==> config.mk <==
export PLATFORM = sky130hd
export DESIGN_NAME = transpose_cycle_leader_index_top_flat
export DESIGN_NICKNAME = d
export VERILOG_FILES = /design/src/tcli_pkg.sv /design/src/tcli_if.sv /design/src/transpose_cycle_leader_index_top.sv /design/src/tcli_cfg_regs.sv /design/src/tcli_mulmod.sv /design/src/tcli_seq.sv /design/src/flat_wrapper.sv
export SDC_FILE = /design/constraint.sdc
export NUM_CORES = 1
export LEC_CHECK = 0
export ABC_AREA = 1
export BUFFER_PORTS_ARGS = -buffer_cell sky130_fd_sc_hd__buf_2
export CAP_MARGIN = 20
export CELL_PAD_IN_SITES_DETAIL_PLACEMENT = 0
export CELL_PAD_IN_SITES_GLOBAL_PLACEMENT = 1
export CORE_AREA = 2 2 291 293
export CTS_CLUSTER_SIZE = 16
export DETAILED_ROUTE_END_ITERATION = 8
export DIE_AREA = 0 0 293 295
export GPL_ROUTABILITY_DRIVEN = 0
export GPL_TIMING_DRIVEN = 0
export PLACE_DENSITY_LB_ADDON = 0.1
export SLEW_MARGIN = 20
export SYNTH_ARGS = -nofsm -noshare
export SYNTH_HDL_FRONTEND = slang
export SYNTH_SLANG_ARGS = --single-unit
==> constraint.sdc <==
create_clock -name clk_i -period 7.22 [get_ports clk_i]
set_clock_uncertainty 0.2 [all_clocks]
set_input_delay 0.722 -clock clk_i [delete_from_list [all_inputs] [get_ports clk_i]]
set_output_delay 0.722 -clock clk_i [all_outputs]
set_load 0.03 [all_outputs]
==> src/tcli_pkg.sv <==
// Shared types and constants for the transpose cycle-leader index engine.
// No dependencies; every other file imports this package.
package tcli_pkg;

  localparam int unsigned IDX_W      = 32;  // width of element and result indices
  localparam int unsigned CFG_DATA_W = 16;  // widest configuration register
  localparam int unsigned CFG_IDX_W  = 1;   // register index width

  localparam logic [CFG_IDX_W-1:0] REG_FIRST_DIM  = 1'b0;
  localparam logic [CFG_IDX_W-1:0] REG_SECOND_DIM = 1'b1;

  typedef enum logic [3:0] {
    S_IDLE,
    S_PROD,
    S_CHECK,
    S_FIX,
    S_FWD_WAIT,
    S_INV_WAIT,
    S_WALK_TEST,
    S_WALK_WAIT,
    S_DONE
  } seq_state_e;

  typedef enum logic {
    MM_DBL,
    MM_ADD
  } mm_phase_e;

endpackage

==> src/tcli_if.sv <==
// Valid/ready channel interfaces for the index engine's input and result words.
// Depends on tcli_pkg for the index width.
interface tcli_in_if
  import tcli_pkg::*;
();
  logic             valid;
  logic             ready;
  logic [IDX_W-1:0] elem_index;

  modport source (output valid, output elem_index, input ready);
  modport sink   (input valid, input elem_index, output ready);
endinterface

interface tcli_out_if
  import tcli_pkg::*;
();
  logic             valid;
  logic             ready;
  logic [IDX_W-1:0] forward_index;
  logic [IDX_W-1:0] inverse_index;
  logic             is_leader;
  logic             out_of_range;

  modport source (output valid, output forward_index, output inverse_index,
                  output is_leader, output out_of_range, input ready);
  modport sink   (input valid, input forward_index, input inverse_index,
                  input is_leader, input out_of_range, output ready);
endinterface

==> src/transpose_cycle_leader_index_top.sv <==
// Index engine for an in-place matrix transpose by cycle leaders.
// Channels: in_ch_i takes one elem_index word; out_ch_o returns one word with
// forward_index (index * first_dim mod L), inverse_index (index * second_dim
// mod L), is_leader (index is the smallest of its permutation cycle) and
// out_of_range (index above L), where L = first_dim * second_dim - 1.
// Configuration: write first_dim (index 0) and second_dim (index 1) through
// cfg_we_i / cfg_idx_i / cfg_wdata_i while the engine is idle; low DIM_BITS
// bits are kept. Both reset to 1.
// Flow: one word at a time. Each modular multiply runs on the shared unit with one
// doubling step per multiplier bit and one add step per set bit (DW = DIM_BITS bits,
// at most 16). An item passes the range check (S_PROD, S_CHECK, S_FIX), two multiplies,
// and one multiply and one test per step of its cycle walk, then a final test
// and an unload step; the walk stops at the index itself or at the first member
// below it, so leaders of long cycles are slowest.
// Out-of-range and last-index words skip the multiplies.
// The result sits in an output register; the next word is accepted while it
// waits, and a stalled receiver only holds the engine once a second result
// is ready. Reset clears the control state and drops any pending word.
// Depends on tcli_pkg, tcli_if, tcli_cfg_regs, tcli_mulmod and tcli_seq.
module transpose_cycle_leader_index_top
  import tcli_pkg::*;
#(
  parameter int unsigned DIM_BITS = 16
) (
  input  logic                  clk_i,
  input  logic                  rst_ni,
  input  logic                  cfg_we_i,
  input  logic [CFG_IDX_W-1:0]  cfg_idx_i,
  input  logic [CFG_DATA_W-1:0] cfg_wdata_i,
  tcli_in_if.sink               in_ch_i,
  tcli_out_if.source            out_ch_o
);

  // the write port carries 16 bits, so wider dimensions never hold more
  localparam int unsigned DW = (DIM_BITS < CFG_DATA_W) ? DIM_BITS : CFG_DATA_W;
  localparam int unsigned LW = 2 * DW;

  logic [DW-1:0] first_dim, second_dim;
  logic          mm_start, mm_done;
  logic [LW-1:0] mm_x, mm_m, mm_res;
  logic [DW-1:0] mm_y;

  tcli_cfg_regs #(.DW(DW)) u_cfg (
    .clk_i        (clk_i),
    .rst_ni       (rst_ni),
    .cfg_we_i     (cfg_we_i),
    .cfg_idx_i    (cfg_idx_i),
    .cfg_wdata_i  (cfg_wdata_i),
    .first_dim_o  (first_dim),
    .second_dim_o (second_dim)
  );

  tcli_mulmod #(.DW(DW), .LW(LW)) u_mulmod (
    .clk_i   (clk_i),
    .rst_ni  (rst_ni),
    .start_i (mm_start),
    .x_i     (mm_x),
    .y_i     (mm_y),
    .m_i     (mm_m),
    .done_o  (mm_done),
    .res_o   (mm_res)
  );

  tcli_seq #(.DW(DW), .LW(LW)) u_seq (
    .clk_i        (clk_i),
    .rst_ni       (rst_ni),
    .in_ch_i      (in_ch_i),
    .out_ch_o     (out_ch_o),
    .first_dim_i  (first_dim),
    .second_dim_i (second_dim),
    .mm_start_o   (mm_start),
    .mm_x_o       (mm_x),
    .mm_y_o       (mm_y),
    .mm_m_o       (mm_m),
    .mm_done_i    (mm_done),
    .mm_res_i     (mm_res)
  );

endmodule

==> src/tcli_cfg_regs.sv <==
// Dimension registers of the index engine, written through a plain write port.
// Depends on tcli_pkg for the register indices and port widths.
module tcli_cfg_regs
  import tcli_pkg::*;
#(
  parameter int unsigned DW = 16
) (
  input  logic                  clk_i,
  input  logic                  rst_ni,
  input  logic                  cfg_we_i,
  input  logic [CFG_IDX_W-1:0]  cfg_idx_i,
  input  logic [CFG_DATA_W-1:0] cfg_wdata_i,
  output logic [DW-1:0]         first_dim_o,
  output logic [DW-1:0]         second_dim_o
);

  logic [DW-1:0] first_dim_q, first_dim_d;
  logic [DW-1:0] second_dim_q, second_dim_d;

  always_comb begin
    first_dim_d  = first_dim_q;
    second_dim_d = second_dim_q;
    if (cfg_we_i) begin
      unique case (cfg_idx_i)
        REG_FIRST_DIM:  first_dim_d  = cfg_wdata_i[DW-1:0];
        REG_SECOND_DIM: second_dim_d = cfg_wdata_i[DW-1:0];
        default: ;
      endcase
    end
  end

  always_ff @(posedge clk_i or negedge rst_ni) begin
    if (!rst_ni) begin
      first_dim_q  <= DW'(1);
      second_dim_q <= DW'(1);
    end else begin
      first_dim_q  <= first_dim_d;
      second_dim_q <= second_dim_d;
    end
  end

  assign first_dim_o  = first_dim_q;
  assign second_dim_o = second_dim_q;

endmodule

==> src/tcli_mulmod.sv <==
// Shared modular multiplier: x * y mod m by double-and-add, one modular add a cycle.
// Depends on tcli_pkg for the phase type.
module tcli_mulmod
  import tcli_pkg::*;
#(
  parameter int unsigned DW = 16,
  parameter int unsigned LW = 32
) (
  input  logic          clk_i,
  input  logic          rst_ni,
  input  logic          start_i,
  input  logic [LW-1:0] x_i,      // must be below m
  input  logic [DW-1:0] y_i,
  input  logic [LW-1:0] m_i,      // held stable while busy
  output logic          done_o,   // one-cycle pulse, result valid with it
  output logic [LW-1:0] res_o
);

  localparam int unsigned CW = (DW > 1) ? $clog2(DW) : 1;

  logic          busy_q, busy_d;
  logic          done_q, done_d;
  mm_phase_e     phase_q, phase_d;
  logic [CW-1:0] bit_q, bit_d;
  logic [LW-1:0] r_q, r_d;
  logic [LW-1:0] x_q, x_d;
  logic [DW-1:0] y_q, y_d;

  logic [LW:0]   sum;
  logic [LW-1:0] r_mod;

  // (r + v) mod m with r, v below m: one add, one compare and subtract
  always_comb begin
    sum   = {1'b0, r_q} + {1'b0, (phase_q == MM_ADD) ? x_q : r_q};
    r_mod = (sum >= {1'b0, m_i}) ? LW'(sum - {1'b0, m_i}) : sum[LW-1:0];
  end

  always_comb begin
    busy_d  = busy_q;
    done_d  = 1'b0;
    phase_d = phase_q;
    bit_d   = bit_q;
    r_d     = r_q;
    x_d     = x_q;
    y_d     = y_q;
    if (start_i) begin
      busy_d  = 1'b1;
      phase_d = MM_DBL;
      bit_d   = CW'(DW - 1);
      r_d     = '0;
      x_d     = x_i;
      y_d     = y_i;
    end else if (busy_q) begin
      r_d = r_mod;
      if (phase_q == MM_DBL && y_q[bit_q]) begin
        phase_d = MM_ADD;
      end else begin
        phase_d = MM_DBL;
        if (bit_q == '0) begin
          busy_d = 1'b0;
          done_d = 1'b1;
        end else begin
          bit_d = bit_q - CW'(1);
        end
      end
    end
  end

  always_ff @(posedge clk_i or negedge rst_ni) begin
    if (!rst_ni) begin
      busy_q  <= 1'b0;
      done_q  <= 1'b0;
      phase_q <= MM_DBL;
      bit_q   <= '0;
    end else begin
      busy_q  <= busy_d;
      done_q  <= done_d;
      phase_q <= phase_d;
      bit_q   <= bit_d;
    end
  end

  always_ff @(posedge clk_i) begin
    r_q <= r_d;
    x_q <= x_d;
    y_q <= y_d;
  end

  assign done_o = done_q;
  assign res_o  = r_q;

endmodule

==> src/tcli_seq.sv <==
// Sequencer of the index engine: range check, forward and inverse maps, cycle walk,
// and the result register. Depends on tcli_pkg, tcli_if and the shared tcli_mulmod.
module tcli_seq
  import tcli_pkg::*;
#(
  parameter int unsigned DW = 16,
  parameter int unsigned LW = 32
) (
  input  logic          clk_i,
  input  logic          rst_ni,
  tcli_in_if.sink       in_ch_i,
  tcli_out_if.source    out_ch_o,
  input  logic [DW-1:0] first_dim_i,
  input  logic [DW-1:0] second_dim_i,
  output logic          mm_start_o,
  output logic [LW-1:0] mm_x_o,
  output logic [DW-1:0] mm_y_o,
  output logic [LW-1:0] mm_m_o,
  input  logic          mm_done_i,
  input  logic [LW-1:0] mm_res_i
);

  seq_state_e state_q, state_d;

  logic [IDX_W-1:0] a_q, a_d;
  logic [LW-1:0]    prod_q, prod_d;
  logic [LW-1:0]    last_q, last_d;
  logic [LW-1:0]    fwd_q, fwd_d;
  logic [LW-1:0]    inv_q, inv_d;
  logic [LW-1:0]    cur_q, cur_d;
  logic             lead_q, lead_d;
  logic             oor_q, oor_d;

  logic             out_valid_q, out_valid_d;
  logic [IDX_W-1:0] out_fwd_q, out_fwd_d;
  logic [IDX_W-1:0] out_inv_q, out_inv_d;
  logic             out_lead_q, out_lead_d;
  logic             out_oor_q, out_oor_d;

  logic [LW-1:0]    a_l;
  logic             load_out;

  assign a_l = a_q[LW-1:0];

  always_comb begin
    state_d    = state_q;
    a_d        = a_q;
    prod_d     = prod_q;
    last_d     = last_q;
    fwd_d      = fwd_q;
    inv_d      = inv_q;
    cur_d      = cur_q;
    lead_d     = lead_q;
    oor_d      = oor_q;
    mm_start_o = 1'b0;
    mm_x_o     = a_l;
    mm_y_o     = first_dim_i;
    load_out   = 1'b0;
    in_ch_i.ready = (state_q == S_IDLE);

    unique case (state_q)
      S_IDLE: begin
        if (in_ch_i.valid) begin
          a_d     = in_ch_i.elem_index;
          state_d = S_PROD;
        end
      end
      S_PROD: begin
        prod_d  = LW'(first_dim_i) * LW'(second_dim_i);
        state_d = S_CHECK;
      end
      S_CHECK: begin
        // a zero dimension gives an empty matrix, so every index fails here
        if (a_q >= IDX_W'(prod_q)) begin
          fwd_d   = '0;
          inv_d   = '0;
          lead_d  = 1'b0;
          oor_d   = 1'b1;
          state_d = S_DONE;
        end else begin
          last_d  = prod_q - LW'(1);
          oor_d   = 1'b0;
          state_d = S_FIX;
        end
      end
      S_FIX: begin
        if (a_l == last_q) begin
          // last index is a fixed point of both maps
          fwd_d   = last_q;
          inv_d   = last_q;
          lead_d  = 1'b1;
          state_d = S_DONE;
        end else begin
          mm_start_o = 1'b1;
          state_d    = S_FWD_WAIT;
        end
      end
      S_FWD_WAIT: begin
        if (mm_done_i) begin
          fwd_d      = mm_res_i;
          mm_start_o = 1'b1;
          mm_y_o     = second_dim_i;
          state_d    = S_INV_WAIT;
        end
      end
      S_INV_WAIT: begin
        if (mm_done_i) begin
          inv_d   = mm_res_i;
          cur_d   = fwd_q;
          state_d = S_WALK_TEST;
        end
      end
      S_WALK_TEST: begin
        if (cur_q == a_l) begin
          lead_d  = 1'b1;
          state_d = S_DONE;
        end else if (cur_q < a_l) begin
          lead_d  = 1'b0;
          state_d = S_DONE;
        end else begin
          mm_start_o = 1'b1;
          mm_x_o     = cur_q;
          state_d    = S_WALK_WAIT;
        end
      end
      S_WALK_WAIT: begin
        if (mm_done_i) begin
          cur_d   = mm_res_i;
          state_d = S_WALK_TEST;
        end
      end
      S_DONE: begin
        // hold until the result register is free
        if (!out_valid_q || out_ch_o.ready) begin
          load_out = 1'b1;
          state_d  = S_IDLE;
        end
      end
      default: state_d = S_IDLE;
    endcase
  end

  assign mm_m_o = last_q;

  always_comb begin
    out_valid_d = load_out | (out_valid_q & ~out_ch_o.ready);
    out_fwd_d   = out_fwd_q;
    out_inv_d   = out_inv_q;
    out_lead_d  = out_lead_q;
    out_oor_d   = out_oor_q;
    if (load_out) begin
      out_fwd_d  = IDX_W'(fwd_q);
      out_inv_d  = IDX_W'(inv_q);
      out_lead_d = lead_q;
      out_oor_d  = oor_q;
    end
  end

  always_ff @(posedge clk_i or negedge rst_ni) begin
    if (!rst_ni) begin
      state_q     <= S_IDLE;
      out_valid_q <= 1'b0;
    end else begin
      state_q     <= state_d;
      out_valid_q <= out_valid_d;
    end
  end

  always_ff @(posedge clk_i) begin
    a_q        <= a_d;
    prod_q     <= prod_d;
    last_q     <= last_d;
    fwd_q      <= fwd_d;
    inv_q      <= inv_d;
    cur_q      <= cur_d;
    lead_q     <= lead_d;
    oor_q      <= oor_d;
    out_fwd_q  <= out_fwd_d;
    out_inv_q  <= out_inv_d;
    out_lead_q <= out_lead_d;
    out_oor_q  <= out_oor_d;
  end

  assign out_ch_o.valid         = out_valid_q;
  assign out_ch_o.forward_index = out_fwd_q;
  assign out_ch_o.inverse_index = out_inv_q;
  assign out_ch_o.is_leader     = out_lead_q;
  assign out_ch_o.out_of_range  = out_oor_q;

endmodule
==> src/flat_wrapper.sv <==
// flat-port wrapper written by rule: the top's interface ports become plain ports
module transpose_cycle_leader_index_top_flat import tcli_pkg::*;
#(
  parameter int unsigned DIM_BITS = 16
)
  (clk_i, rst_ni, cfg_we_i, cfg_idx_i, cfg_wdata_i, in_ch_i_valid, in_ch_i_elem_index, in_ch_i_ready, out_ch_o_valid, out_ch_o_forward_index, out_ch_o_inverse_index, out_ch_o_is_leader, out_ch_o_out_of_range, out_ch_o_ready);
  tcli_in_if in_ch_i_i ();
  tcli_out_if out_ch_o_i ();
  input  logic clk_i;
  input  logic rst_ni;
  input  logic cfg_we_i;
  input  logic [CFG_IDX_W-1:0] cfg_idx_i;
  input  logic [CFG_DATA_W-1:0] cfg_wdata_i;
  input wire logic [$bits(in_ch_i_i.valid)-1:0] in_ch_i_valid;
  input wire logic [$bits(in_ch_i_i.elem_index)-1:0] in_ch_i_elem_index;
  output wire logic [$bits(in_ch_i_i.ready)-1:0] in_ch_i_ready;
  output wire logic [$bits(out_ch_o_i.valid)-1:0] out_ch_o_valid;
  output wire logic [$bits(out_ch_o_i.forward_index)-1:0] out_ch_o_forward_index;
  output wire logic [$bits(out_ch_o_i.inverse_index)-1:0] out_ch_o_inverse_index;
  output wire logic [$bits(out_ch_o_i.is_leader)-1:0] out_ch_o_is_leader;
  output wire logic [$bits(out_ch_o_i.out_of_range)-1:0] out_ch_o_out_of_range;
  input wire logic [$bits(out_ch_o_i.ready)-1:0] out_ch_o_ready;
  assign in_ch_i_i.valid = in_ch_i_valid;
  assign in_ch_i_i.elem_index = in_ch_i_elem_index;
  assign in_ch_i_ready = in_ch_i_i.ready;
  assign out_ch_o_valid = out_ch_o_i.valid;
  assign out_ch_o_forward_index = out_ch_o_i.forward_index;
  assign out_ch_o_inverse_index = out_ch_o_i.inverse_index;
  assign out_ch_o_is_leader = out_ch_o_i.is_leader;
  assign out_ch_o_out_of_range = out_ch_o_i.out_of_range;
  assign out_ch_o_i.ready = out_ch_o_ready;
  transpose_cycle_leader_index_top #(.DIM_BITS(DIM_BITS)) u_core (.clk_i(clk_i), .rst_ni(rst_ni), .cfg_we_i(cfg_we_i), .cfg_idx_i(cfg_idx_i), .cfg_wdata_i(cfg_wdata_i), .in_ch_i(in_ch_i_i), .out_ch_o(out_ch_o_i));
endmodule
==> results.toml <==
[status]
outcome = "finished clean"

[routing]
route.detailed.drc = 0
wire_per_inst_um = 19.3
drtIter0Drc = 1417
antenna_left = 0
vias = 25118
vias_per_cell = 4.81
firstDrtPassIters = 5
wirelength_mm = 101

[sta]
hold_ws_ns = 0.127
finalSetupViolCount = 0
fin_crit_sh = 0.970
tightest_slew_ns = 1.06
max_freq_ghz = 0.143
period_needed_ns = 7.00
rsz0062_at_grt = "no"
report.final.slew_viol_count = 0
hold_viol_final = 0
maxSlewHeadroom = 0.295

[floorplanning]
initial_core_util = 0.377
die_h_um = 295
rows = 106
dieArea_mm2 = 0.0864
die_x_um = 293
core_area_mm2 = 0.0832
ioPinCount = 122

[finish]
fill_cells = 8688
drive_gt1_frac = 0.0743
final_cell_mix = "1255 x nand2_1, 767 x inv_1, 308 x edfxtp_1"
nets = 4594
antenna_cells = 0
layout_commonest_cell = "nand2_1"
fin_area_mm2 = 0.0350
post-route-util = 0.421
layout.cells.non_filler = 5225
syn2layout_area_growth_pct = 11.8

[placement]
port_buffers = 121
hpwl_mm = 84.3
place_inst = 5155
place_area_mm2 = 0.0336

[clock_network]
clock_latency_ns = 0.59
cts_buffers = 46
htree_levels = 2
cts_tree = "yes"
cts-root-buf = "clkbuf_16"
cts_max_path_buffers = 3
clkSinkCount = 384
clk_transition_reported_paths_ns = 0.06

[critical_path]
critPathMaxFanout = 10
crit_chain = "clkbuf_1 > clkbuf_1 > nand2_1 > fa_1 > fa_1 > inv_1 > fa_1 > fa_1 > fa_1 > inv_1 > fa_1 > inv_1 > ha_1 > nand2_1 > nor3_1 > nand4_1 > nand3_1 > a21oi_1 > xnor2_1"
path_common_cell = "fa_1"
cpMaxStageDelayCell = "nor3_1"
crit_type = "reg -> reg"
r2r-start = "u_core.u_cfg.first_dim_o[1]$_DFFE_PN0P_"
critPathRequiredTime_ns = 7.33
end_kind = "flop"
critPathLaunch = "u_core.u_cfg.first_dim_o[1]$_DFFE_PN0P_"
cp-start-kind = "flop"
arrival_ns = 7.11
cpPeakStageDelay_ns = 0.67

[yosys]
yosysWarnings = 0
synth-compound-area-share = 0.0633
synth_adder_area_share = 0.219
yosys.area_share.simple = 0.231
synth_nets = 4427
synth_top_family_by_area = "simple AND/OR/NAND/NOR gates"
syn_area_mm2 = 0.0313
seq_area_frac_synth = 0.351
synth-edff-count = 308
ys_ff_latch = 384
synth-xor-area-share = 0.0241
synth_cell_type_count = 51
async_reset_ff_frac = 0.115
avgSynthCellArea_um2 = 7.94
synth.area.mux_share = 0
syn_inst = 3942
synthFlopType = "edfxtp_1"

[flow_run]
max_cap_violations = 0

[global_route]
grt-ovfl-total = 0
first_global_vias = 25701
grt_pass1_wl_mm = 153
antenna_found_initial = 0
grt.total_usage = 0.237
grt_max_degree = 45

[hold_path]
hp-start = "in_ch_i_elem_index[26]"
hp-class = "in -> reg"
## cells in the mapped netlist (all sizes together), types with 4 or more instances
master,n,share of area
a21o,6,0.0014
a21oi,135,0.022
and2,6,0.0012
buf,30,0.0061
clkbuf,93,0.011
dfrtp,42,0.034
dfxtp,32,0.020
edfxtp,308,0.30
fa,196,0.13
ha,235,0.094
inv,784,0.094
nand2,1271,0.15
nand3,165,0.027
nand4,48,0.0096
nor2,238,0.031
nor3,27,0.0052
o211ai,5,0.0012
o21ai,138,0.022
o21bai,9,0.0022
o22ai,64,0.013
or2,4,0.00080
xnor2,15,0.0042
xor2,71,0.020
## worst max-delay path: cells and delay by family (launching register included)
kind	cells	cell delay (ns)
XOR/XNOR	1	0.15
buffers and inverters	5	1.22
flip-flops	1	0.32
AO/OA/AOI/OAI	1	0.13
adder cells (fa/ha/maj)	7	3.25
AND/OR/NAND/NOR	5	1.46
## through the flow
stage,setup slack [ns],TNS (ns)
finish,0.219,0
global route,0.0163,0
CTS,0.0125,0
detailed placement,-0.0633,-0.0633
global placement,-0.0800,-0.0823
floorplan,1.40,0
## cell families after synthesis
| group | count (synthesis) |
|---|---|
| compound gates | 364 |
| flops | 384 |
| simple gates | 1767 |
| xor+xnor | 86 |
| buf+inv | 910 |
| fa+ha+maj | 431 |
## repair_timing
item	in CTS	in global routing
endpoints found under the hold margin	0	42
resized for setup	2	19
pin swaps	0	0
hold buffers	0	1
cloned	0	0
setup buffers	0	0
setup endpoints to repair	1	5
## state kept, by name, indices dropped and copies added (netlist names), 16 cells and up
register / cells
u_core.u_seq.a_l: 32
u_core.u_mulmod.y_q: 16
u_core.u_seq.out_ch_o.forward_index: 32
u_core.u_seq.prod_q: 32
u_core.u_seq.inv_q: 32
u_core.u_seq.cur_q: 32
u_core.u_cfg.first_dim_o: 16
u_core.u_mulmod.x_q: 32
u_core.u_mulmod.res_o: 32
u_core.u_seq.fwd_q: 32
u_core.u_seq.out_ch_o.inverse_index: 32
u_core.u_cfg.second_dim_o: 16
u_core.u_seq.mm_m_o: 32
## worst paths after layout
check / endpoint / slack (ns) / cells past startpoint
worst max-delay path: u_core.u_seq.prod_q[27]$_DFFE_PP_ / 0.22 / 19
worst min-delay path: u_core.u_seq.a_l[26]$_DFFE_PP_ / 0.13 / 1
worst max register to register: u_core.u_seq.prod_q[27]$_DFFE_PP_ / 0.22 / 19
worst min register to register: u_core.u_seq.out_ch_o.out_of_range$_DFFE_PP_ / 0.21 / 0
max in group asynchronous: u_core.u_cfg.second_dim_o[2]$_DFFE_PN0P_ / 5.84 / 2
min in group asynchronous: u_core.u_mulmod.bit_q[1]$_DFFE_PN0P_ / 0.53 / 2
## final cells by class
class                   count  area (µm²)  share of cell area
plain buffers             108         497              0.0142
flip-flops and latches    384       11000               0.314
inverters                 787        2960              0.0844
repair buffers            134         851              0.0243
multi-input cells        2648       16900               0.482
well taps                1080        1350              0.0386
clock buffers              58        1240              0.0353
clock inverters            26         251             0.00718
## per-layer routing
layer	part of all wire	global-route usage	vias to the layer above
li1	-	-	12678
met1	0.43	0.293	11850
met2	0.51	0.436	455
met3	0.031	0.0193	135
met4	0.032	0.0737	0
met5	0	0	-
Power is left out: the tool's default activity adds up to more than one toggle a clock period on the data nets, which glitch-free logic cannot reach.
